===== src/design/llh_pkg.sv =====
// Shared types, constants and configuration codes for the log-linear histogram.
package llh_pkg;

  localparam int SAMPLE_W     = 32;
  localparam int SUM_W        = 48;
  localparam int FRAC_BITS    = 8;
  localparam int OCTAVES      = 32;
  localparam int SUB_BITS_MAX = 4;
  localparam int COUNT_W      = 32;
  localparam int BIN_W        = 9;
  localparam int NBINS        = OCTAVES << SUB_BITS_MAX;
  localparam int OCT_W        = $clog2(OCTAVES);
  localparam int RND_W        = SUM_W - FRAC_BITS + 1;
  localparam int SHAMT_W      = $clog2(SUM_W + SUB_BITS_MAX + 1);
  localparam int WIDE_W       = SUM_W + SUB_BITS_MAX;
  localparam int GSIZE_W      = 17;
  localparam int SUBB_W       = 3;
  localparam int CFG_IDX_W    = 1;
  localparam int CFG_DATA_W   = 17;
  localparam int Q_DEPTH      = 4;
  localparam int Q_PTR_W      = $clog2(Q_DEPTH);
  localparam int MEM_W        = COUNT_W + 2 * SUM_W;

  localparam logic [CFG_IDX_W-1:0] CFG_GROUP_SIZE = 1'b0;
  localparam logic [CFG_IDX_W-1:0] CFG_SUB_BITS   = 1'b1;

  localparam logic OP_ADD  = 1'b0;
  localparam logic OP_READ = 1'b1;

  localparam logic [SUBB_W-1:0] SUB_BITS_LIMIT = SUBB_W'(SUB_BITS_MAX);

  typedef enum logic [1:0] {
    K_READ,
    K_REJECT,
    K_ADD,
    K_CLOSE
  } kind_t;

  typedef struct packed {
    logic                operation;
    logic [SAMPLE_W-1:0] sample_value;
    logic [BIN_W-1:0]    read_bin;
  } in_t;

  typedef struct packed {
    logic               accepted;
    logic               group_closed;
    logic [BIN_W-1:0]   bin_index;
    logic [COUNT_W-1:0] bin_count;
    logic [SUM_W-1:0]   bin_low;
    logic [SUM_W-1:0]   bin_high;
    logic               bin_empty;
  } out_t;

  typedef struct packed {
    kind_t            kind;
    logic [SUM_W-1:0] value;
  } qent_t;

  typedef struct packed {
    logic             valid;
    kind_t            kind;
    logic [SUM_W-1:0] sum;
    logic [BIN_W-1:0] idx;
  } iss_t;

  typedef struct packed {
    logic adv;
    logic clearing;
  } bin_ctrl_t;

endpackage


===== src/design/llh_index.sv =====
// Bin index pipeline: rounding, octave search, offset and sub-bucket selection.
module llh_index import llh_pkg::*; (
  input  logic              clk,
  input  logic              rst_n,
  input  logic              adv,
  input  logic              head_valid,
  input  qent_t             head,
  input  logic [SUBB_W-1:0] sub_bits,
  output logic              pop,
  output iss_t              iss
);

  logic             v1_r, v2_r, v3_r;
  kind_t            k1_r, k2_r, k3_r;
  logic [SUM_W-1:0] s1_r, s2_r, s3_r;
  logic [RND_W-1:0] r1_r;
  logic [OCT_W-1:0] oct2_r, oct3_r;
  logic [SUM_W-1:0] diff3_r;

  logic             rnd_inc;
  logic [RND_W-1:0] r1_nxt;
  logic [OCT_W-1:0] oct_nxt;
  logic [SUM_W-1:0] base;
  logic [SUM_W-1:0] diff_nxt;

  logic [SUBB_W-1:0]       sb;
  logic [WIDE_W-1:0]       wide;
  logic [WIDE_W-1:0]       shr;
  logic [SUB_BITS_MAX-1:0] submax;
  logic [SUB_BITS_MAX-1:0] sub;
  logic [BIN_W-1:0]        idx;

  assign pop = adv && head_valid;

  // Round to nearest with ties to even, then add one for the octave search.
  assign rnd_inc = head.value[FRAC_BITS-1]
                   && ((|head.value[FRAC_BITS-2:0]) || head.value[FRAC_BITS]);
  assign r1_nxt  = RND_W'(head.value >> FRAC_BITS) + (rnd_inc ? RND_W'(2) : RND_W'(1));

  always_comb begin
    oct_nxt = '0;
    for (int i = 0; i < OCTAVES; i++) begin
      if (r1_r[i]) begin
        oct_nxt = OCT_W'(i);
      end
    end
    if (|r1_r[RND_W-1:OCTAVES-1]) begin
      oct_nxt = OCT_W'(OCTAVES - 1);
    end
  end

  assign base     = ((SUM_W'(1) << oct2_r) - SUM_W'(1)) << FRAC_BITS;
  assign diff_nxt = (s2_r > base) ? (s2_r - base) : '0;

  assign sb     = (sub_bits > SUB_BITS_LIMIT) ? SUB_BITS_LIMIT : sub_bits;
  assign wide   = WIDE_W'(diff3_r) << sb;
  assign shr    = wide >> (SHAMT_W'(oct3_r) + SHAMT_W'(FRAC_BITS));
  assign submax = (SUB_BITS_MAX'(1) << sb) - SUB_BITS_MAX'(1);

  always_comb begin
    if ((|shr[WIDE_W-1:SUB_BITS_MAX]) || (shr[SUB_BITS_MAX-1:0] > submax)) begin
      sub = submax;
    end else begin
      sub = shr[SUB_BITS_MAX-1:0];
    end
    if (k3_r == K_READ) begin
      idx = s3_r[BIN_W-1:0];
    end else begin
      idx = (BIN_W'(oct3_r) << sb) | BIN_W'(sub);
    end
  end

  assign iss.valid = v3_r;
  assign iss.kind  = k3_r;
  assign iss.sum   = s3_r;
  assign iss.idx   = idx;

  always_ff @(posedge clk) begin
    if (adv) begin
      k1_r    <= head.kind;
      s1_r    <= head.value;
      r1_r    <= r1_nxt;
      k2_r    <= k1_r;
      s2_r    <= s1_r;
      oct2_r  <= oct_nxt;
      k3_r    <= k2_r;
      s3_r    <= s2_r;
      oct3_r  <= oct2_r;
      diff3_r <= diff_nxt;
    end
  end

  always_ff @(posedge clk) begin
    if (!rst_n) begin
      v1_r <= 1'b0;
      v2_r <= 1'b0;
      v3_r <= 1'b0;
    end else if (adv) begin
      v1_r <= pop;
      v2_r <= v1_r;
      v3_r <= v2_r;
    end
  end

endmodule


===== config.mk =====
export PLATFORM = sky130hd
export DESIGN_NAME = llh_index
export DESIGN_NICKNAME = d
export VERILOG_FILES = /design/src/design/llh_pkg.sv /design/src/design/llh_index.sv
export SDC_FILE = /design/constraint.sdc
export NUM_CORES = 1
export LEC_CHECK = 0
export CORE_MARGIN = 2
export CORE_UTILIZATION = 35
export CTS_CLUSTER_DIAMETER = 40
export DETAILED_ROUTE_END_ITERATION = 8
export DONT_BUFFER_PORTS = 1
export SYNTH_ARGS = -nofsm -noshare
export SYNTH_HDL_FRONTEND = slang
export SYNTH_SLANG_ARGS = --single-unit

===== constraint.sdc =====
create_clock -name clk -period 12.25 [get_ports clk]
set_clock_uncertainty 0.1 [all_clocks]
set_input_delay 1.225 -clock clk [delete_from_list [all_inputs] [get_ports clk]]
set_output_delay 1.225 -clock clk [all_outputs]
set_load 0.01 [all_outputs]

==> impl_metrics.yaml <==
power:
  p_comb_share_pct: 13.2
  p_leak_nw: 5.912
  fin_total_pwr_mw: 2.375
  p_seq_share_pct: 45.1
  vdd_drop_max_uv: 96.70
  p_clk_share_pct: 41.7
  internal_power_mw: 1.763
  p_sw_mw: 0.6123
  swShare_pct: 25.78
  power_density_nw_per_um2: 144.4
timing:
  tightest_slew_ps: 1161
  report.final.slew_viol_count: 0
  setup_tns_ps: 0
  fin_crit_ps: 7488
  final.setup.worst_slack_ps: 4762
  setup_viol: 0
  fin_crit_sh_pct: 61.13
  fmax_mhz: 133.5
  rsz0062_at_grt: "false"
  finalHoldViolations: 0
  slew_headroom_pct: 22.41
global_route:
  grt_usage_pct: 16.73
  antenna_found_initial: 0
  grt_max_degree: 249
  grt_pass1_wl_um: 58030
  grt-ovfl-total: 0
  first_global_vias: 10250
cells_and_area:
  diodes: 0
  finalNonFillerCells: 1866
  final_cell_mix: "edfxtp_1 (244), nor2_1 (119), nand2_1 (107)"
  layout_commonest_cell: "edfxtp_1"
  drive_gt1_share_pct: 11.08
  nNetsFinal: 1407
  syn2layout_area_growth_pct: 10.95
  fill_cells: 4052
hold_path:
  hold_start: "s1_r[12]"
  min_path_cells: 0
  hold_end: "s2_r[12]"
  hold_path.class: "reg2reg"
routing:
  antenna_left: 0
  routedWlPerCell_um: 19.88
  vias_per_cell: 5.652
  drt_drc_violations_left: 0
  vias: 10550
  drt-initial-drc-count: 1180
  dr.pass1.iters: 6
  routed_wl_um: 37100
worst_setup_path:
  r2r_end: "diff3_r[25]"
  crit_required_ps: 10930
  cp-start-kind: "input port"
  cp_max_fo: 47
  ff2ff_path_depth: 19
  end_kind: "output pin"
  critical_path.reg2reg.startpoint: "oct2_r[4]"
  path_class: "in2out"
  crit_arrival_ps: 6160
  rrSetupSlack_ps: 5530
die:
  rows: 75
  coreArea_um2: 41850
  io_pins: 118
  dieArea_um2: 44020
  die_height_um: 209.8
  die_w_um: 209.8
  start_util_pct: 35.42
outcome:
  outcome: "finished clean"
placed_design:
  post-place-ws_ps: 4881
  portBuffers: 0
  post-place-cells: 1805
  gp_congestion: 0.8730
  hpwl_um: 27040
cts:
  cts_max_level: 2
  cts_setup_buffers: 0
  hold_buffers: 0
  clock-sinks: 247
  clk_pin_slew_ps: 50
  clk_latency_ps: 540
  clockRootBuffer: "clkbuf_16"
  post_cts_resize_count: 0
  numCtsBuffers: 34
  cts_tree: "done"
  cts_buffer_depth: 3
synth:
  synth_top_area_share_pct: 49.43
  synth_warnings: 0
  synth.distinct_cells: 77
  yosysSeqAreaShare_pct: 49.83
  synthTopCellsByArea: "edfxtp_1 (49%), mux4_2 (5.9%), ha_1 (3.9%)"
  synth-edff-count: 244
  ys_ff_latch: 247
  synth_cells: 1321
  netlist_area_um2: 14820
  synthArstFlopShare_pct: 0
  synth_largest_area_cell: "edfxtp_1"
  syn-mean-instance-area_um2: 11.22
  ys.flop_type: "edfxtp_1"
flow_run:
  cap_violations: 0
-- how the worst max path moves through the flow --
stage / depth (start not counted) / slack, ps / end / from
6_report: 20 / 4760 / iss[1] / sub_bits[0]
5_1_grt: 20 / 4340 / iss[1] / sub_bits[0]
4_1_cts: 20 / 4860 / iss[1] / sub_bits[0]
3_5_place_dp: 20 / 4880 / iss[1] / sub_bits[0]
3_3_place_gp: 20 / 4990 / iss[1] / sub_bits[0]
2_1_floorplan: 23 / 5720 / iss[1] / sub_bits[0]
-- layer usage --
layer | part of all wire, % | GRT usage (%) | vias to the layer above
met5 | 0 | 0 | -
met4 | 2.0 | 4.231 | 0
met3 | 6.4 | 3.711 | 62
met2 | 46 | 26.39 | 329
met1 | 46 | 23.39 | 5138
li1 | - | - | 5018
-- synth_stat cells (10+ instances only) --
master and n:
nor2b_1 18, nand2b_1 12, nand3_1 38, buf_2 18, a21oi_1 101, inv_1 51
nor3_1 25, nand2_1 107, nand4_1 11, o21bai_1 12, o21ai_0 41, xnor2_1 43
a22oi_1 10, nor2_1 119, ha_1 46, a31oi_1 21, mux2i_1 43, mux4_2 39
buf_1 10, a221oi_1 10, clkbuf_1 34, o211ai_1 10, and3_1 10, edfxtp_1 244
a21o_1 25, a211oi_1 14, xor2_1 28, nor4_1 10, mux2_2 23
-- kinds of logic (layout without fill, tap and decap cells) --
family                   count (synthesis)  in the layout  share of synthesized area [%]
other                                    1              5                        0.02530
adder cells (fa/ha/maj)                 48             48                          4.153
XOR/XNOR                                71             71                          4.195
AO/OA/AOI/OAI                          331            331                          14.95
AND/OR/NAND/NOR                        397            397                          12.68
multiplexers                           108            108                          10.90
flip-flops                             247            247                          49.83
buffers and inverters                  118            120                          3.266
-- power groups by stage --
| stage | sequential (mW) | clock (mW) | combinational, mW |
|---|---|---|---|
| 2_1_floorplan | 1.06 | 0 | 0.259 |
| 3_3_place_gp | 1.09 | 0 | 0.307 |
| 3_5_place_dp | 1.09 | 0 | 0.310 |
| 4_1_cts | 1.07 | 1.01 | 0.312 |
| 5_1_grt | 1.08 | 1.05 | 0.348 |
| 6_report | 1.07 | 0.991 | 0.314 |
-- sequential cells by signal, summed over array words and instances (netlist names) --
signal,count
oct3_r,5
v1_r,1
diff3_r,44
oct2_r,5
v3_r,1
v2_r,1
k2_r,2
s2_r,48
s3_r,48
k1_r,2
k3_r,2
s1_r,48
r1_r,40
-- through the flow --
stage	utilization, %	instance area [um^2]	hold slack [ps]
after CTS	39.30	16450	295.8
after floorplan	-	14840	300.3
after global routing	39.30	16450	319.5
after detailed placement	36.50	15280	304.5
final	39.30	16450	294.5
after global placement	36.50	15280	301.3
-- final cells by class --
class,instances,area (um^2),share of cell area (%)
well taps,539,674.4,4.100
clock buffers,36,858.3,5.219
repair buffers,7,52.55,0.3195
multi-input cells,960,6968,42.37
clock inverters,25,311.5,1.894
flip-flops and latches,247,7387,44.91
inverters,52,195.2,1.187
-- critical path, cell delays in order --
cell and delay (ps):
nor2b_1 910, mux2i_1 260, and2_1 230, a211o_1 280, nand3_1 80, o21ai_0 80
mux4_2 470, a21oi_1 180, a21boi_0 330, ha_1 310, a21oi_1 120, o21ai_0 100
a21oi_1 140, nand3_1 120, nor3_1 180, nand4_1 120, o21ai_1 170, and2_1 240
mux2_1 350, o22a_1 230
Power figures use the tool's default switching activity.
