===== config.mk =====
export PLATFORM = sky130hd
export DESIGN_NAME = llh_queue
export DESIGN_NICKNAME = d
export VERILOG_FILES = /design/src/design/llh_pkg.sv /design/src/design/llh_queue.sv
export SDC_FILE = /design/constraint.sdc
export NUM_CORES = 1
export LEC_CHECK = 0
export ABC_AREA = 0
export BUFFER_PORTS_ARGS = -buffer_cell sky130_fd_sc_hd__buf_2
export CORE_MARGIN = 3
export CORE_UTILIZATION = 51
export DETAILED_ROUTE_END_ITERATION = 10
export GPL_TIMING_DRIVEN = 1
export PLACE_DENSITY_LB_ADDON = 0.12
export SYNTH_ARGS = -nofsm -noshare
export SYNTH_HDL_FRONTEND = slang
export SYNTH_SLANG_ARGS = --single-unit

===== constraint.sdc =====
create_clock -name clk -period 2.2 [get_ports clk]
set_clock_uncertainty 0.2 [all_clocks]
set_input_delay 0.44 -clock clk [delete_from_list [all_inputs] [get_ports clk]]
set_output_delay 0.44 -clock clk [all_outputs]
set_load 0.005 [all_outputs]

===== src/design/llh_pkg.sv =====
// Shared types, constants and configuration codes for the log-linear histogram.
package llh_pkg;

  localparam int SAMPLE_W     = 32;
  localparam int SUM_W        = 48;
  localparam int FRAC_BITS    = 8;
  localparam int OCTAVES      = 32;
  localparam int SUB_BITS_MAX = 4;
  localparam int COUNT_W      = 32;
  localparam int BIN_W        = 9;
  localparam int NBINS        = OCTAVES << SUB_BITS_MAX;
  localparam int OCT_W        = $clog2(OCTAVES);
  localparam int RND_W        = SUM_W - FRAC_BITS + 1;
  localparam int SHAMT_W      = $clog2(SUM_W + SUB_BITS_MAX + 1);
  localparam int WIDE_W       = SUM_W + SUB_BITS_MAX;
  localparam int GSIZE_W      = 17;
  localparam int SUBB_W       = 3;
  localparam int CFG_IDX_W    = 1;
  localparam int CFG_DATA_W   = 17;
  localparam int Q_DEPTH      = 4;
  localparam int Q_PTR_W      = $clog2(Q_DEPTH);
  localparam int MEM_W        = COUNT_W + 2 * SUM_W;

  localparam logic [CFG_IDX_W-1:0] CFG_GROUP_SIZE = 1'b0;
  localparam logic [CFG_IDX_W-1:0] CFG_SUB_BITS   = 1'b1;

  localparam logic OP_ADD  = 1'b0;
  localparam logic OP_READ = 1'b1;

  localparam logic [SUBB_W-1:0] SUB_BITS_LIMIT = SUBB_W'(SUB_BITS_MAX);

  typedef enum logic [1:0] {
    K_READ,
    K_REJECT,
    K_ADD,
    K_CLOSE
  } kind_t;

  typedef struct packed {
    logic                operation;
    logic [SAMPLE_W-1:0] sample_value;
    logic [BIN_W-1:0]    read_bin;
  } in_t;

  typedef struct packed {
    logic               accepted;
    logic               group_closed;
    logic [BIN_W-1:0]   bin_index;
    logic [COUNT_W-1:0] bin_count;
    logic [SUM_W-1:0]   bin_low;
    logic [SUM_W-1:0]   bin_high;
    logic               bin_empty;
  } out_t;

  typedef struct packed {
    kind_t            kind;
    logic [SUM_W-1:0] value;
  } qent_t;

  typedef struct packed {
    logic             valid;
    kind_t            kind;
    logic [SUM_W-1:0] sum;
    logic [BIN_W-1:0] idx;
  } iss_t;

  typedef struct packed {
    logic adv;
    logic clearing;
  } bin_ctrl_t;

endpackage


===== src/design/llh_queue.sv =====
// Short queue that decouples the front end from the bin update pipeline.
module llh_queue import llh_pkg::*; (
  input  logic  clk,
  input  logic  rst_n,
  input  logic  push,
  input  qent_t enq_word,
  input  logic  pop,
  output logic  full,
  output logic  head_valid,
  output qent_t head
);

  qent_t              slots [Q_DEPTH];
  logic [Q_PTR_W-1:0] wr_ptr_r;
  logic [Q_PTR_W-1:0] rd_ptr_r;
  logic [Q_PTR_W:0]   cnt_r;
  logic [Q_PTR_W:0]   cnt_nxt;

  assign full       = (cnt_r == (Q_PTR_W + 1)'(Q_DEPTH));
  assign head_valid = (cnt_r != '0);
  assign head       = slots[rd_ptr_r];

  always_comb begin
    cnt_nxt = cnt_r;
    if (push && !pop) begin
      cnt_nxt = cnt_r + (Q_PTR_W + 1)'(1);
    end else if (pop && !push) begin
      cnt_nxt = cnt_r - (Q_PTR_W + 1)'(1);
    end
  end

  always_ff @(posedge clk) begin
    if (push) begin
      slots[wr_ptr_r] <= enq_word;
    end
  end

  always_ff @(posedge clk) begin
    if (!rst_n) begin
      wr_ptr_r <= '0;
      rd_ptr_r <= '0;
      cnt_r    <= '0;
    end else begin
      cnt_r <= cnt_nxt;
      if (push) begin
        wr_ptr_r <= wr_ptr_r + Q_PTR_W'(1);
      end
      if (pop) begin
        rd_ptr_r <= rd_ptr_r + Q_PTR_W'(1);
      end
    end
  end

endmodule


==> run_results.csv, run 1 <==
group,metric,value,unit
outcome,status,"finished with violations",
outcome,violations,"setup timing",
clock_tree,clkTransAtPathRegs,0.06,ns
flow_run,cap_viol_max_count,0,
timing,setup_ws,-0.267,ns
floorplanning,num_io_pins,106,
timing,setup_tns,-11.46,ns
global_route,grt_max_degree,33,
timing,hold_viol,0,
worst_setup_path,crit_fanout,5,
floorplanning,row_count,44,
drt,dr.pass1.iters,4,
clock_tree,cts_sinks,209,
drt,avgViaCountPerCell,5.32,
drt,wl_per_cell,20.8,µm
final_layout,multiInputGateArea,1380,µm²
final_layout,fillCellCount,954,
final_layout,num-nets-final,555,
worst_hold_path,hold_depth,2,
worst_setup_path,criticalPathCategory,"reg -> out",
worst_setup_path,r2r_end,"slots[1][32]",
worst_hold_path,hp-start,"rst_n",
drt,dr_total_vias,3695,
synthesis,syn_nets,365,
timing,worstMarginPinSlew,0.376,ns
worst_setup_path,crit_required,1.56,ns
drt,ant_nets,0,
floorplanning,dieArea,16600,µm²
final_layout,antenna_cells,0,
clock_tree,htreeDepth,1,
synthesis,yosys_warnings,0,
drt,drc,0,
worst_setup_path,slowest_stage,"mux4_2",
floorplanning,die_h,129,µm
final_layout,area_growth,28.8,%
synthesis,synth_cell_type_count,20,
timing,timing.final.crit_period,2.47,ns
worst_setup_path,cp_slowest_stage_delay,0.50,ns
power_and_ir_drop,p_leak,3.47,nW
final_layout,fin_area,9940,µm²
clock_tree,clock_latency,0.49,ns
synthesis,ys_ff_latch,209,
synthesis,synth_cells,305,
worst_setup_path,crit_family,"multiplexers",
placement,gp_congestion,0.700,
placement,place_area,8570,µm²
placement,port_buffers,105,
global_route,grt_overflow,0,
timing,min_period_over_period,112,%
power_and_ir_drop,ir_drop,0.759,mV
synthesis,synth_seq_area_share,80.1,%
clock_tree,cts_tree,"done",
floorplanning,initial_core_util,52.7,%
worst_setup_path,cp-end-kind,"output pin",
global_route,antenna_found_initial,0,
floorplanning,fp.dieW,129,µm
power_and_ir_drop,power_density,907,nW/µm²
timing,slew_headroom,74.9,%
synthesis,synthesis.area,7720,µm²
timing,rsz0062_at_grt,"yes",
global_route,grt_pass1_wl,22.2,mm
drt,routed_wl,14.4,mm
worst_setup_path,worstRegToRegCells,3,
worst_setup_path,arrival,1.83,ns
global_route,track_usage,17.5,%
worst_setup_path,crit_buf_inv,3,
timing,slew_violations,0,
worst_hold_path,min_path_type,"in -> reg",
global_route,grt_pass1_vias,3982,
floorplanning,core,14600,µm²
timing,max_freq,0.405,GHz
worst_setup_path,path_cells,"buf_4, clkbuf_16, mux4_2, buf_2",
final_layout,final_common_cell,"edfxtp_1",
clock_tree,cts_root_buf,"clkbuf_16",
clock_tree,cts_buffers,22,
final_layout,final_cell_mix,"200 x edfxtp_1, 101 x buf_2, 50 x mux4_2, 50 x dlygate4sd3_1, 25 x clkbuf_16",
synthesis,avgSynthCellArea,25.3,µm²
worst_setup_path,worstReg2RegStart,"wr_ptr_r[0]",
final_layout,drive_gt1_share,41.8,%
placement,hpwl,8.31,mm
worst_setup_path,setup.worst_path.start_class,"flip-flop",
timing,finalSetupViolCount,50,
final_layout,regArea,6190,µm²
worst_setup_path,worst-r2r-setup-slack,0.48,ns
drt,drtIter0Drc,226,
clock_tree,cts.path.max_buffers,3,
worst_hold_path,hold_end,"rd_ptr_r[0]",
## cell usage after synthesis, drive strengths merged
cell    instances  area [µm²]
xor2            3        26.3
nand2           1        3.75
o21ai           1        5.00
or3             2        12.5
edfxtp        200        6010
dfxtp           9         180
xnor2           2        17.5
fa              1        20.0
nor3b           1        7.51
mux2i           2        20.0
buf            12         140
nor2b           2        12.5
ha              5        62.6
mux4           50        1130
a21boi          1        7.51
inv             4        15.0
and2            9        56.3
## registers in the layout (all words and copies together) (netlist names), named ones only
name / cells
wr_ptr_r: 2
slots: 200
cnt_r: 3
rd_ptr_r: 2
## per-stage QoR
step	power, mW	setup WS (ns)	hold slack [ns]	cells	util [%]
6_report	9.02	-0.267	0.0525	694	67.9
5_1_grt	9.38	-0.317	0.0619	694	67.9
4_1_cts	9.10	-0.278	0.0467	692	67.5
3_5_place_dp	5.56	0.0296	0.315	596	58.6
3_3_place_gp	5.53	0.112	0.286	596	58.6
2_1_floorplan	5.18	0.283	0.267	305	-
## final cells by class
type                            instances  share of cell area [%]
Clock buffer                           24                    5.83
Inverter                                4                   0.151
Tap cell                              184                    2.32
Sequential cell                       209                    62.3
Clock inverter                         15                   0.893
Multi-Input combinational cell         80                    13.9
Timing Repair Buffer                  178                    14.6
## metal layers
layer / GRT usage (%) / routed length [µm] / up-vias
li1: - / - / 1675
met1: 24.8 / 6330 / 1892
met2: 28.5 / 7090 / 108
met3: 3.67 / 791 / 20
met4: 4.39 / 211 / 0
met5: 0 / 0 / -
## worst max-delay path by stage
stage	slack, ns	cells after the start	end
finish	-0.27	4	head[7]
global route	-0.32	4	head[14]
CTS	-0.28	4	head[1]
detailed placement	0.03	7	cnt_r[2]
global placement	0.11	7	cnt_r[2]
floorplan	0.28	7	cnt_r[2]
## power breakdown
group	switching [mW]	leakage [nW]	internal, mW	total, mW
Clock	1.39	0.332	2.00	3.39
Combinational	0.434	1.23	0.566	1.00
Sequential	0.0566	1.91	4.57	4.62
## worst register-to-register path, stage by stage, from the launching register on
cell and delay, ns:
dfxtp_1 0.41, ha_1 0.17, and2_2 0.38, buf_12 0.25
## cells by family after synthesis
kind of cell,count (synthesis),share of synthesized area [%]
DFF,209,80.1
muxes,52,14.8
buffers and inverters,16,2.01
and+or+nand+nor,15,1.20
adders and majority gates,6,1.07
xor gates and xnor gates,5,0.567
AOI/OAI and AO/OA,2,0.162
## timing repair
item,CTS,global route
gates cloned,3,2
buffers inserted,4,2
setup endpoints to repair,50,50
endpoints found under the hold margin,200,0
gates resized for setup,6,8
hold buffers,50,0
(Power assumes the default switching activity.)
==> run 2, diff against run 1 <==
--- a/config.mk
+++ b/config.mk
@@ -8,7 +8,7 @@
 export ABC_AREA = 0
 export BUFFER_PORTS_ARGS = -buffer_cell sky130_fd_sc_hd__buf_2
 export CORE_MARGIN = 3
-export CORE_UTILIZATION = 51
+export CORE_UTILIZATION = 60
 export DETAILED_ROUTE_END_ITERATION = 10
 export GPL_TIMING_DRIVEN = 1
 export PLACE_DENSITY_LB_ADDON = 0.12
==> constraint.sdc (replaced) <==
create_clock -name clk -period 3 [get_ports clk]
set_clock_uncertainty 0.2 [all_clocks]
set_input_delay 0.6 -clock clk [delete_from_list [all_inputs] [get_ports clk]]
set_output_delay 0.6 -clock clk [all_outputs]
set_load 0.005 [all_outputs]
==> run 2 against run 1 <==
  * The flow now finishes without violations
  * Sequential cell count unchanged
  * First-iteration DRC count down 2.7%
  * Sequential power fell by 26%
  * Non-clock buffer count is 66 lower
  * Critical path depth down 1
  * Power shrank 28%
  * Design area decreased by 8.1%
  * Global-route usage up 1.5 points
  * Setup slack improved by 0.50 ns
  * Routed wire length shrank 9.3%
  * Core utilization rose by 6.3 points
==> run_results.csv, run 2 (synthesis results as in run 1) <==
group,metric,value,unit
placement,hpwl,7.73,mm
final_layout,reg_top3,"slots (200), cnt_r (3)",
drt,drtIter0Drc,220,
clock_tree,cts_sinks,209,
timing,worstMarginPinSlew,0.422,ns
final_layout,final_cell_mix,"200 x edfxtp_1, 105 x buf_2, 50 x mux4_2",
power_and_ir_drop,power_density,713,nW/µm²
clock_tree,cts_buffers,20,
worst_setup_path,crit_fanout,18,
final_layout,num-nets-final,487,
worst_setup_path,slowest_stage,"mux4_2",
placement,port_buffers,105,
floorplanning,fp.dieW,119,µm
flow_run,cap_viol_max_count,0,
global_route,track_usage,19.0,%
final_layout,area_growth,18.4,%
floorplanning,core,12300,µm²
worst_setup_path,crit_family,"multiplexers",
worst_setup_path,crit_required,2.20,ns
clock_tree,htreeDepth,1,
power_and_ir_drop,ir_drop,0.505,mV
drt,dr.pass1.iters,4,
timing,finalSetupViolCount,0,
global_route,grt_max_degree,38,
timing,rsz0062_at_grt,"no",
worst_setup_path,cp_slowest_stage_delay,0.57,ns
global_route,grt_overflow,0,
drt,routed_wl,13.1,mm
timing,setup_tns,0,ns
worst_setup_path,setup.worst_path.start_class,"flip-flop",
worst_setup_path,cp-end-kind,"output pin",
timing,slew_headroom,71.9,%
clock_tree,cts_tree,"done",
timing,min_period_over_period,92.2,%
floorplanning,dieArea,14300,µm²
drt,drc,0,
final_layout,utilization,74.2,%
final_layout,top_register,"slots",
floorplanning,die_h,119,µm
timing,timing.final.crit_period,2.77,ns
timing,hold_viol,0,
drt,ant_nets,0,
final_layout,drive_gt1_share,44.9,%
clock_tree,clock_latency,0.46,ns
power_and_ir_drop,power.total,6.52,mW
placement,gp_congestion,0.713,
clock_tree,cts.path.max_buffers,3,
final_layout,final_common_cell,"edfxtp_1",
placement,place_area,8450,µm²
clock_tree,clkTransAtPathRegs,0.06,ns
global_route,grt_pass1_wl,20.6,mm
power_and_ir_drop,p_leak,3.13,nW
timing,slew_violations,0,
global_route,antenna_found_initial,0,
outcome,status,"completed",
final_layout,fillCellCount,712,
global_route,grt_pass1_vias,3708,
timing,max_freq,0.362,GHz
drt,wl_per_cell,21.5,µm
final_layout,largest_reg_flops,200,
worst_hold_path,min_path_type,"in -> reg",
worst_setup_path,criticalPathCategory,"reg -> out",
floorplanning,row_count,40,
worst_setup_path,arrival,1.97,ns
drt,dr_total_vias,3446,
worst_setup_path,path_cells,"buf_4, mux4_2, buf_2",
clock_tree,ctsResizeCount,0,
clock_tree,cts_root_buf,"clkbuf_16",
floorplanning,num_io_pins,106,
clock_tree,cts_setup_buffers,0,
final_layout,fin_area,9140,µm²
clock_tree,postCtsHoldBufs,0,
drt,avgViaCountPerCell,5.66,
final_layout,antenna_cells,0,
worst_setup_path,crit_buf_inv,2,
floorplanning,initial_core_util,62.7,%
-- run 2: cell count changes in the layout (fill, tap and decap cells not counted), sizes merged --
cell	before	now
bufinv	1	3
dlygate4sd3	50	0
buf	126	112
clkbuf	26	25
clkinv	14	8
-- run 2: cell type report --
type / instances / area [µm²] / share of cell area, %
clock buffer: 25 / 561 / 6.13
sequential: 209 / 6190 / 67.8
clock inverter: 11 / 125 / 1.37
tap: 168 / 210 / 2.30
multi-input combinational: 80 / 1380 / 15.1
timing repair buffer: 112 / 653 / 7.15
inverter: 4 / 15.0 / 0.164
-- run 2: per-layer routing --
layer	GRT usage [%]	vias up	wire length, µm
li1	-	1530	-
met1	25.3	1794	5370
met2	32.7	102	6820
met3	3.70	20	631
met4	5.08	0	255
met5	0	-	0
-- run 2: path summary, 6_finish.rpt --
check	from	endpoint	slack [ns]	depth (start not counted)
worst max register to register	wr_ptr_r[0]	slots[2][17]	1.15	4
worst max-delay path	flip-flop	head[48]	0.23	3
worst min register to register	cnt_r[2]	cnt_r[2]	0.33	2
worst min-delay path	enq_word[8]	slots[3][8]	0.15	1
-- run 2: report_power, final --
group          switching [mW]  internal, mW
logic                   0.277         0.298
clock network           0.961          1.58
registers              0.0521          3.35
total                    1.29          5.23
-- run 2: through the flow --
step                setup WS [ns]  hold slack, ns  cells
floorplan                   0.593           0.267    305
global placement            0.694           0.291    573
detailed placement          0.638           0.305    573
CTS                         0.174           0.134    609
global route                0.109           0.132    609
finish                      0.234           0.145    609
