## src/design/llh_pkg.sv

```systemverilog
// Shared types, constants and configuration codes for the log-linear histogram.
package llh_pkg;

  localparam int SAMPLE_W     = 32;
  localparam int SUM_W        = 48;
  localparam int FRAC_BITS    = 8;
  localparam int OCTAVES      = 32;
  localparam int SUB_BITS_MAX = 4;
  localparam int COUNT_W      = 32;
  localparam int BIN_W        = 9;
  localparam int NBINS        = OCTAVES << SUB_BITS_MAX;
  localparam int OCT_W        = $clog2(OCTAVES);
  localparam int RND_W        = SUM_W - FRAC_BITS + 1;
  localparam int SHAMT_W      = $clog2(SUM_W + SUB_BITS_MAX + 1);
  localparam int WIDE_W       = SUM_W + SUB_BITS_MAX;
  localparam int GSIZE_W      = 17;
  localparam int SUBB_W       = 3;
  localparam int CFG_IDX_W    = 1;
  localparam int CFG_DATA_W   = 17;
  localparam int Q_DEPTH      = 4;
  localparam int Q_PTR_W      = $clog2(Q_DEPTH);
  localparam int MEM_W        = COUNT_W + 2 * SUM_W;

  localparam logic [CFG_IDX_W-1:0] CFG_GROUP_SIZE = 1'b0;
  localparam logic [CFG_IDX_W-1:0] CFG_SUB_BITS   = 1'b1;

  localparam logic OP_ADD  = 1'b0;
  localparam logic OP_READ = 1'b1;

  localparam logic [SUBB_W-1:0] SUB_BITS_LIMIT = SUBB_W'(SUB_BITS_MAX);

  typedef enum logic [1:0] {
    K_READ,
    K_REJECT,
    K_ADD,
    K_CLOSE
  } kind_t;

  typedef struct packed {
    logic                operation;
    logic [SAMPLE_W-1:0] sample_value;
    logic [BIN_W-1:0]    read_bin;
  } in_t;

  typedef struct packed {
    logic               accepted;
    logic               group_closed;
    logic [BIN_W-1:0]   bin_index;
    logic [COUNT_W-1:0] bin_count;
    logic [SUM_W-1:0]   bin_low;
    logic [SUM_W-1:0]   bin_high;
    logic               bin_empty;
  } out_t;

  typedef struct packed {
    kind_t            kind;
    logic [SUM_W-1:0] value;
  } qent_t;

  typedef struct packed {
    logic             valid;
    kind_t            kind;
    logic [SUM_W-1:0] sum;
    logic [BIN_W-1:0] idx;
  } iss_t;

  typedef struct packed {
    logic adv;
    logic clearing;
  } bin_ctrl_t;

endpackage

```

## src/design/llh_front.sv

```systemverilog
// Front end: accepts words, accumulates group sums and classifies each word.
module llh_front import llh_pkg::*; (
  input  logic               clk,
  input  logic               rst_n,
  input  logic               acc,
  input  in_t                in_data,
  input  logic [GSIZE_W-1:0] group_size,
  output logic               push,
  output qent_t              enq_word
);

  logic [SUM_W-1:0]   sum_r;
  logic [SUM_W-1:0]   sum_nxt;
  logic [GSIZE_W-1:0] fill_r;
  logic [GSIZE_W-1:0] fill_nxt;
  logic [SUM_W:0]     add_w;
  logic [SUM_W-1:0]   sat_sum;
  logic [GSIZE_W-1:0] fill_inc;
  logic [GSIZE_W-1:0] size;
  logic               close;

  assign add_w    = (SUM_W + 1)'(sum_r) + (SUM_W + 1)'(in_data.sample_value);
  assign sat_sum  = add_w[SUM_W] ? '1 : add_w[SUM_W-1:0];
  assign fill_inc = fill_r + GSIZE_W'(1);
  assign size     = (group_size == '0) ? GSIZE_W'(1) : group_size;
  assign close    = (fill_inc >= size);
  assign push     = acc;

  always_comb begin
    sum_nxt        = sum_r;
    fill_nxt       = fill_r;
    enq_word.kind  = K_REJECT;
    enq_word.value = '0;
    if (in_data.operation == OP_READ) begin
      enq_word.kind  = K_READ;
      enq_word.value = SUM_W'(in_data.read_bin);
    end else if (in_data.sample_value != '0) begin
      if (close) begin
        enq_word.kind  = K_CLOSE;
        enq_word.value = sat_sum;
        sum_nxt        = '0;
        fill_nxt       = '0;
      end else begin
        enq_word.kind = K_ADD;
        sum_nxt       = sat_sum;
        fill_nxt      = fill_inc;
      end
    end
  end

  always_ff @(posedge clk) begin
    if (!rst_n) begin
      sum_r  <= '0;
      fill_r <= '0;
    end else if (acc) begin
      sum_r  <= sum_nxt;
      fill_r <= fill_nxt;
    end
  end

endmodule

```

## config.mk

```make
export PLATFORM = sky130hd
export DESIGN_NAME = llh_front
export DESIGN_NICKNAME = d
export VERILOG_FILES = /design/src/design/llh_pkg.sv /design/src/design/llh_front.sv
export SDC_FILE = /design/constraint.sdc
export NUM_CORES = 1
export LEC_CHECK = 0
export ABC_AREA = 1
export BUFFER_PORTS_ARGS = -buffer_cell sky130_fd_sc_hd__buf_4
export CAP_MARGIN = 10
export CORE_MARGIN = 3
export CORE_UTILIZATION = 55
export DETAILED_ROUTE_END_ITERATION = 6
export PLACE_DENSITY_LB_ADDON = 0.3
export SLEW_MARGIN = 25
export SYNTH_ARGS = -nofsm -noshare
export SYNTH_HDL_FRONTEND = slang
export SYNTH_SLANG_ARGS = --single-unit
```

## constraint.sdc

```tcl
create_clock -name clk -period 3.7 [get_ports clk]
set_input_delay 0.37 -clock clk [delete_from_list [all_inputs] [get_ports clk]]
set_output_delay 0.37 -clock clk [all_outputs]
set_load 0.02 [all_outputs]
```

==> reports/metrics.yaml, run 1 <==
floorplanning:
  ios: 113
  die_x_microns: 123
  die-height_microns: 123
  dieArea_sq_mm: 0.0151
  start_util: 0.565
  rows: 42
  fp.coreArea_sq_mm: 0.0133
finish:
  seq_area_sq_mm: 0.00131
  n_antenna_cell: 0
  fin_nets: 1578
  final_layout_size_suffix_gt1_frac: 0.199
  syn2layout_area_growth_pct: 24.4
  n_fill_cell: 1290
  multi_input_area_sq_mm: 0.00543
  final_area_sq_mm: 0.00935
detailed_routing:
  wl_per_cell_microns: 15.0
  drt_iter0_drc: 721
  via_count: 8616
  avgViaCountPerCell: 5.24
  wl_met3_microns: 1880
  drtAntennaViolNets: 0
  dr_wl_met2_microns: 11200
  maxUsedRoutingLayer: "met4"
  met1_length_microns: 11300
  drc_errors: 0
  drtPass1Iterations: 5
  wl_microns: 24700
place:
  postPlaceCellArea_sq_mm: 0.00853
  io_buffers: 112
  place.gp.congestion: 0.988
  dp_hpwl_microns: 19700
power:
  p_leak_nw: 5.06
  irDropWorstVdd_mv: 0.190
  powerDensity_mw_per_mm2: 251
sta:
  tightestPinTransition_ns: 0.781
  clock.fmax_mhz: 264
  final-max-slew-violation-count: 0
  hold_ws_ns: 0.285
  fin_crit_sh: 1.02
  fin_crit_ns: 3.79
  rsz0062_at_grt: "true"
  clock_skew_ns: 0.00954
  finalSetupViolCount: 35
  hold_viol_final: 0
  slew_headroom: 0.479
  fin_ws_ns: -0.0883
hold_path:
  hold_class: "in -> reg"
grt:
  grt_pass1_vias: 7688
  gr-total-overflow: 0
  antenna_found_initial: 0
  grt_pass1_wl_microns: 38200
  grt_max_degree: 39
  grt_usage: 0.322
logic_synthesis:
  synth_area_leaders: "nand2_1 25%, dfxtp_1 17%, inv_1 11%, ha_1 8.3%, nor2_1 6.8%"
  synth.most_common_cell: "nand2_1"
  ys_warn_count: 0
  ys.flop_type: "dfxtp_1"
  seq_area_frac_synth: 0.173
  syn-num-nets: 1460
  async_reset_ff_frac: 0
  synth_commonest_cells: "498 x nand2_1, 224 x inv_1, 137 x nor2_1"
  synth_edf_count: 0
  syn_inst: 1347
  ys_ff_latch: 65
  synth_area_leader_cell: "nand2_1"
  syn_area_sq_mm: 0.00751
  synth.top_cell.area_share: 0.249
  yosysUniqueCellTypes: 41
  syn_avg_cell_area_sq_um: 5.58
status:
  violations: "setup timing"
  status: "complete, but fails checks"
clock_tree:
  cts_tree: "yes"
  cts_buffers: 9
  root_buffer: "clkbuf_16"
  clkSlewWorstSetupHoldPaths_ns: 0.06
  cts.path.max_buffers: 2
  cts.sinks: 65
  htreeDepth: 3
  clock_latency_ns: 0.35
worst_setup_path:
  worst_path_largest_cell_delay_ns: 0.35
  path_max_fanout: 6
  critical_path_class: "reg -> out"
  path_cells: "ha_4 -> nand2_4 -> nor3b_4 -> nand2_2 -> nor2_4 -> nand2_2 -> nor2_2 -> xor2_1 -> inv_1 -> ha_4 -> nand4_1 -> or2_4 -> nand3b_1 -> nand4_1 -> nand2_4 -> buf_8 -> a31oi_2 -> buf_4"
  cp-start-kind: "register"
  critPathCaptureType: "output pin"
  cp_top_family: "simple AND/OR/NAND/NOR gates"
  cp.arrival_ns: 3.42
  critical_path_buf_inv_count: 3
  required_ns: 3.33
  crit_slowest_cell: "dfxtp_2"
flow_run:
  drv_cap: 0
## flip-flops by register name (all words and copies together) (netlist names)
signal	flops
sum_r	48
fill_r	17
## path summary, 6_finish.rpt
kind / startpoint / end / slack [ns] / cells past startpoint
hold / removal: rst_n / fill_r[0]$_SDFFE_PN0P_ / 0.29 / 3
setup reg to reg: fill_r[1]$_SDFFE_PN0P_ / sum_r[15]$_SDFFE_PN0P_ / 0.31 / 19
hold reg to reg: sum_r[19]$_SDFFE_PN0P_ / sum_r[19]$_SDFFE_PN0P_ / 0.47 / 2
setup / recovery: fill_r[1]$_SDFFE_PN0P_ / enq_word[38] / -0.09 / 18
## area by class of cell
cell class | count | area share
clock buffer | 10 | 0.0256
clock inverter | 5 | 0.00602
inverter | 237 | 0.0957
multi-input combinational | 1014 | 0.581
sequential | 65 | 0.140
tap | 176 | 0.0236
timing repair buffer | 138 | 0.129
## routing by layer
metal,up-vias,GRT usage
li1,4376,-
met1,3879,0.453
met2,326,0.516
met3,35,0.0512
met4,0,0.0826
met5,-,0
## stage by stage
step | util | TNS, ns | setup slack [ns] | instances | power, mW
3_5_place_dp | 0.642 | 0 | 0.0911 | 1619 | 1.44
3_3_place_gp | 0.642 | 0 | 0.140 | 1619 | 1.44
4_1_cts | 0.679 | -0.159 | -0.0275 | 1642 | 2.33
6_report | 0.703 | -0.812 | -0.0883 | 1645 | 2.35
5_1_grt | 0.703 | -9.45 | -0.223 | 1645 | 2.46
2_1_floorplan | - | 0 | 0.250 | 1347 | 1.24
## worst reg2reg max path, cell delays in order, from the launching register on
cell and delay, ns:
dfxtp_2 0.35, ha_4 0.16, nand2_4 0.06, nor3b_4 0.25, nand2_2 0.12, nor2_4 0.13, nand2_2 0.08, nor2_2 0.10
xor2_1 0.20, ha_1 0.32, a21oi_2 0.13, o21ai_1 0.07, a21oi_1 0.11, nand4_1 0.20, buf_4 0.20, buf_6 0.11
nor2_4 0.24, buf_12 0.21, o21ai_0 0.14, a21oi_1 0.15
## kinds of logic (layout without fill, tap and decap cells)
group / Yosys count / after routing / synth area share
AO/OA/AOI/OAI: 125 / 125 / 0.0969
AND/OR/NAND/NOR: 802 / 802 / 0.458
XOR/XNOR: 36 / 36 / 0.0420
adder cells (fa/ha/maj): 51 / 51 / 0.0859
flip-flops: 65 / 65 / 0.173
buffers and inverters: 268 / 390 / 0.144
## where the power goes
part	leakage, nW	switching (mW)	internal (mW)
combinational	4.39	0.450	0.270
sequential	0.529	0.0169	0.727
clock	0.144	0.351	0.535
## cells in the final DEF (no fill, tap or decap), drive strengths merged
cell type	count
clkbuf	10
inv	236
o21ai	18
o21bai	3
nand3b	1
clkinv	4
bufinv	1
nor3	10
xnor2	2
fa	1
or2	22
a31oi	10
nand3	84
a41o	1
a21o	1
dfxtp	65
nand4	18
nor2	142
nor3b	2
xor2	34
ha	50
nor4	5
and3	1
a21oi	92
nand2	517
buf	138
clkinvlp	1
## what timing repair did
action                     4_1_cts  5_1_grt
resized for setup               31       67
hold buffers                     0        0
setup endpoints to repair       49       97
cloned                           2        0
setup buffers                    6        3
pin swaps                       20       20
No activity file was read; power rests on OpenSTA's default activity.
==> run 2: changes to the inputs <==
Settings changed: CORE_UTILIZATION 55 to 50.
==> reports/metrics.yaml, run 2 (synthesized netlist as in run 1, its figures left out) <==
status:
  status: "complete, but fails checks"
  violations: "setup timing"
finish:
  n_fill_cell: 1389
  final_layout_size_suffix_gt1_frac: 0.214
  finish.utilization: 0.660
  syn2layout_area_growth_pct: 28.5
  layout_commonest_cell: "nand2_1"
  n_antenna_cell: 0
  most-common-layout-cells: "484 x nand2_1, 213 x inv_1, 117 x nor2_1"
  largest-register: "sum_r"
  final_cells: 1659
  final_area_sq_mm: 0.00966
  largest_reg_flops: 48
  reg_top3: "sum_r x48, fill_r x17"
  fin_nets: 1583
worst_setup_path:
  worst_path_largest_cell_delay_ns: 0.35
  path_max_fanout: 7
  r2r-start: "fill_r[0]$_SDFFE_PN0P_"
  worst_r2r_path_depth: 21
  critPathCaptureType: "output pin"
  critical_path_class: "reg -> out"
  cp_top_family: "simple AND/OR/NAND/NOR gates"
  crit_slowest_cell: "dfxtp_2"
  crit_start: "fill_r[0]$_SDFFE_PN0P_"
  cp-start-kind: "register"
  cp.arrival_ns: 3.53
  cp.depth: 19
  critical_path_buf_inv_count: 6
  required_ns: 3.33
  worst_r2r_endpoint: "sum_r[15]$_SDFFE_PN0P_"
  path_cells: "ha_4 -> nand2_4 -> nor3b_4 -> nand2_2 -> buf_4 -> inv_4 -> nand3_2 -> xor2_1 -> inv_1 -> ha_4 -> nand4_1 -> or2_4 -> nand3b_1 -> nand4_1 -> nand2_4 -> buf_12 -> buf_12 -> a31oi_1 -> buf_4"
  reg2reg_slack_ns: 0.15
floorplanning:
  die-height_microns: 129
  rows: 44
  dieArea_sq_mm: 0.0165
  fp.coreArea_sq_mm: 0.0146
  die_x_microns: 129
  ios: 113
  start_util: 0.513
place:
  postPlaceCellArea_sq_mm: 0.00854
  place.gp.congestion: 1.00
  dp_hpwl_microns: 18800
  io_buffers: 112
  pre_cts_slack_ns: 0.111
  place_inst: 1626
grt:
  antenna_found_initial: 0
  grt_pass1_wl_microns: 39100
  grt_usage: 0.296
  grt_max_degree: 52
  grt_pass1_vias: 7838
  gr-total-overflow: 0
sta:
  slew_headroom: 0.542
  clock.fmax_mhz: 256
  fin_crit_ns: 3.90
  hold_viol_final: 0
  rsz0062_at_grt: "true"
  fin_crit_sh: 1.05
  fin_tns_setup_ns: -7.24
  hold_ws_ns: 0.303
  final-max-slew-violation-count: 0
  tightestPinTransition_ns: 0.687
  finalSetupViolCount: 48
  fin_ws_ns: -0.202
  clock_skew_ns: 0.0115
clock_tree:
  cts.sinks: 65
  clock_latency_ns: 0.36
  cts.path.max_buffers: 2
  cts_buffers: 9
  cts_tree: "yes"
  clkSlewWorstSetupHoldPaths_ns: 0.06
  root_buffer: "clkbuf_16"
  htreeDepth: 3
power:
  irDropWorstVdd_mv: 0.221
  powerDensity_mw_per_mm2: 241
  fin_total_pwr_mw: 2.33
  p_leak_nw: 5.17
hold_path:
  hold_start: "rst_n"
  holdPathStages: 3
  hold_class: "in -> reg"
  hold_path_end: "fill_r[0]$_SDFFE_PN0P_"
detailed_routing:
  wl_per_cell_microns: 15.3
  drtPass1Iterations: 5
  avgViaCountPerCell: 5.12
  wl_microns: 25300
  drt_iter0_drc: 476
  via_count: 8495
  drtAntennaViolNets: 0
  drc_errors: 0
flow_run:
  drv_cap: 0
==> run 2: cell types whose count changed in the layout (fill, tap and decap cells not counted), sizes merged <==
cell      change
clkbuf        +1
buf           +4
clkinvlp      -1
bufinv        -1
inv           +3
==> run 2: worst register-to-register path: stages, from the launching register on <==
cell     delay (ns)
dfxtp_2        0.35
ha_4           0.17
nand2_4        0.07
nor3b_4        0.24
nand2_2        0.12
buf_4          0.16
inv_4          0.06
nand2_1        0.07
xnor2_2        0.21
ha_4           0.25
nand2_1        0.10
nor2_1         0.05
nor2_1         0.10
nand3_1        0.15
nand2_1        0.10
nand4_1        0.17
buf_4          0.18
buf_4          0.13
nor2_4         0.11
buf_4          0.29
o21ai_0        0.22
a21oi_1        0.17
==> run 2: cell type report <==
cell class	instances	area [sq um]	share of cell area
flip-flops and latches	65	1310	0.135
inverters	237	907	0.0939
well taps	184	230	0.0238
multi-input cells	1014	5550	0.575
repair buffers	143	1380	0.142
clock buffers	10	239	0.0247
clock inverters	6	48.8	0.00505
==> run 2: what timing repair did <==
| item | 4_1_cts | 5_1_grt |
|---|---|---|
| endpoints found under the setup margin | 48 | 90 |
| resized for setup | 78 | 75 |
| setup buffers | 8 | 5 |
| pin swaps | 18 | 19 |
| cloned | 3 | 1 |
| hold buffers | 0 | 0 |
==> run 2: power breakdown <==
group	internal, mW	switching, mW
clock network	0.481	0.378
logic	0.268	0.463
registers	0.727	0.0165
==> run 2: worst max-delay path by stage <==
stage                    to  slack, ns
3_5_place_dp   enq_word[39]       0.11
3_3_place_gp   enq_word[29]       0.23
4_1_cts        enq_word[36]      -0.05
6_report       enq_word[38]      -0.20
2_1_floorplan  enq_word[37]       0.25
5_1_grt         enq_word[2]      -0.31
==> run 2: routing by layer <==
layer / track usage / vias to the layer above / wire [microns]
met4: 0.0883 / 0 / 697
met3: 0.0490 / 50 / 1450
li1: - / 4386 / -
met5: 0 / - / 0
met2: 0.492 / 267 / 11800
met1: 0.396 / 3792 / 11400
==> run 3: changes to the inputs <==
Settings changed: CORE_UTILIZATION 50 to 59, REMOVE_ABC_BUFFERS set to 1.
==> reports/metrics.yaml, run 3 (synthesized netlist as in run 1, its figures left out) <==
status:
  status: "complete, but fails checks"
  violations: "setup timing"
sta:
  fin_crit_sh: 1.07
  hold_viol_final: 0
  tightestPinTransition_ns: 0.740
  clock_skew_ns: 0.0111
  finalSetupViolCount: 48
  clock.fmax_mhz: 253
  fin_ws_ns: -0.252
  final-max-slew-violation-count: 0
  fin_crit_ns: 3.95
  hold_ws_ns: 0.281
  rsz0062_at_grt: "true"
  slew_headroom: 0.507
detailed_routing:
  via_count: 8984
  wl_microns: 26100
  drtAntennaViolNets: 0
  wl_per_cell_microns: 15.8
  drtPass1Iterations: 6
  drc_errors: 0
  avgViaCountPerCell: 5.43
  drt_iter0_drc: 857
floorplanning:
  ios: 113
  die_x_microns: 119
  dieArea_sq_mm: 0.0141
  fp.coreArea_sq_mm: 0.0122
  die-height_microns: 119
  rows: 40
  start_util: 0.615
finish:
  n_fill_cell: 969
  n_antenna_cell: 0
  finish.utilization: 0.788
  largest-register: "sum_r"
  largest_reg_flops: 48
  fin_nets: 1595
  reg_top3: "sum_r x48, fill_r x17"
  syn2layout_area_growth_pct: 28.1
  layout_commonest_cell: "nand2_1"
  final_layout_size_suffix_gt1_frac: 0.215
  most-common-layout-cells: "478 x nand2_1, 215 x inv_1, 126 x nor2_1"
clock_tree:
  clkSlewWorstSetupHoldPaths_ns: 0.06
  cts_buffers: 9
  root_buffer: "clkbuf_16"
  cts_hold_buf: 0
  cts.sinks: 65
  cts.path.max_buffers: 2
  cts_tree: "yes"
  clock_latency_ns: 0.35
  htreeDepth: 3
power:
  irDropWorstVdd_mv: 0.255
  powerDensity_mw_per_mm2: 248
  p_leak_nw: 5.19
  fin_total_pwr_mw: 2.39
grt:
  grt_max_degree: 66
  grt_pass1_wl_microns: 39900
  grt_usage: 0.348
  antenna_found_initial: 0
  grt_pass1_vias: 8209
  gr-total-overflow: 0
worst_setup_path:
  reg2reg_slack_ns: 0.18
  critPathCaptureType: "output pin"
  required_ns: 3.33
  cp-start-kind: "register"
  cp.arrival_ns: 3.58
  crit_end: "enq_word[35]"
  worst_r2r_path_depth: 17
  worst_r2r_endpoint: "sum_r[29]$_SDFFE_PN0P_"
  crit_start: "fill_r[0]$_SDFFE_PN0P_"
  critical_path_class: "reg -> out"
  path_max_fanout: 8
  r2r-start: "fill_r[0]$_SDFFE_PN0P_"
hold_path:
  hold_class: "in -> reg"
  hold_start: "rst_n"
place:
  dp_hpwl_microns: 18400
  io_buffers: 112
  place.gp.congestion: 0.968
flow_run:
  drv_cap: 0
## run 3: changes by cell type in the layout (fill, tap and decap cells not counted), moves of 3 or more
cell     change
a31oi_1      -4
a31oi_4      +4
buf_4       +14
inv_6        -3
nand2_1      -6
nand2_2      +7
nor2_1       +9
nor2_2       +5
nor2_4      -12
## run 3: metrics by stage
stage                     area (sq um)  TNS, ns  worst slack, ns  std cells
after CTS                         9270    -1.55          -0.0718       1646
final                             9630    -7.98           -0.252       1655
after global placement            8580  -0.0104          -0.0104       1619
after global routing              9630   -17.33           -0.409       1655
after floorplan                   7320   -68.07            -1.21       1316
after detailed placement          8580    -4.52           -0.157       1619
## run 3: routing by layer
layer  global-route usage  part of all wire  up-vias
met4                0.114             0.029        0
met5                    0                 0        -
li1                     -                 -     4414
met2                0.599              0.47      453
met1                0.449              0.41     4064
met3               0.0484             0.089       53
## run 3: worst min path at each step
| stage | end | depth (start not counted) | slack (ns) |
|---|---|---|---|
| 2_1_floorplan | sum_r[0]$_SDFFE_PN0P_ | 2 | 0.45 |
| 3_3_place_gp | sum_r[24]$_SDFFE_PN0P_ | 2 | 0.46 |
| 5_1_grt | fill_r[0]$_SDFFE_PN0P_ | 3 | 0.32 |
| 3_5_place_dp | sum_r[15]$_SDFFE_PN0P_ | 2 | 0.46 |
| 4_1_cts | fill_r[0]$_SDFFE_PN0P_ | 3 | 0.27 |
| 6_report | fill_r[0]$_SDFFE_PN0P_ | 3 | 0.28 |
## run 3: cell type report
type | count | area (sq um) | area share
multi-input cells | 1016 | 5500 | 0.572
repair buffers | 153 | 1410 | 0.146
flip-flops and latches | 65 | 1300 | 0.135
inverters | 237 | 897 | 0.0932
clock buffers | 10 | 239 | 0.0248
well taps | 168 | 210 | 0.0218
clock inverters | 6 | 67.6 | 0.00702
## run 3: timing repair
item / in CTS / in global routing
buffers inserted: 8 / 7
gates cloned: 3 / 2
resized for setup: 79 / 51
pin swaps: 12 / 7
setup endpoints to repair: 91 / 88
endpoints found under the hold margin: 0 / 0
## run 3: power breakdown
group	internal, mW	switching, mW
combinational	0.266	0.461
sequential	0.727	0.0170
clock	0.542	0.373
total	1.53	0.851
## run 3: critical path, cell delays in order, from the launching register on
cell	delay, ns
dfxtp_2	0.35
ha_4	0.15
nand2_4	0.06
nor3b_4	0.21
nand2_2	0.11
nor2_4	0.11
nand2_2	0.07
nor2_2	0.11
xor2_1	0.20
inv_1	0.12
ha_4	0.29
nand4_1	0.10
or2_4	0.24
nand3b_1	0.15
nand4_1	0.11
buf_6	0.14
nand2_8	0.11
buf_16	0.21
a31oi_2	0.19
buf_4	0.19
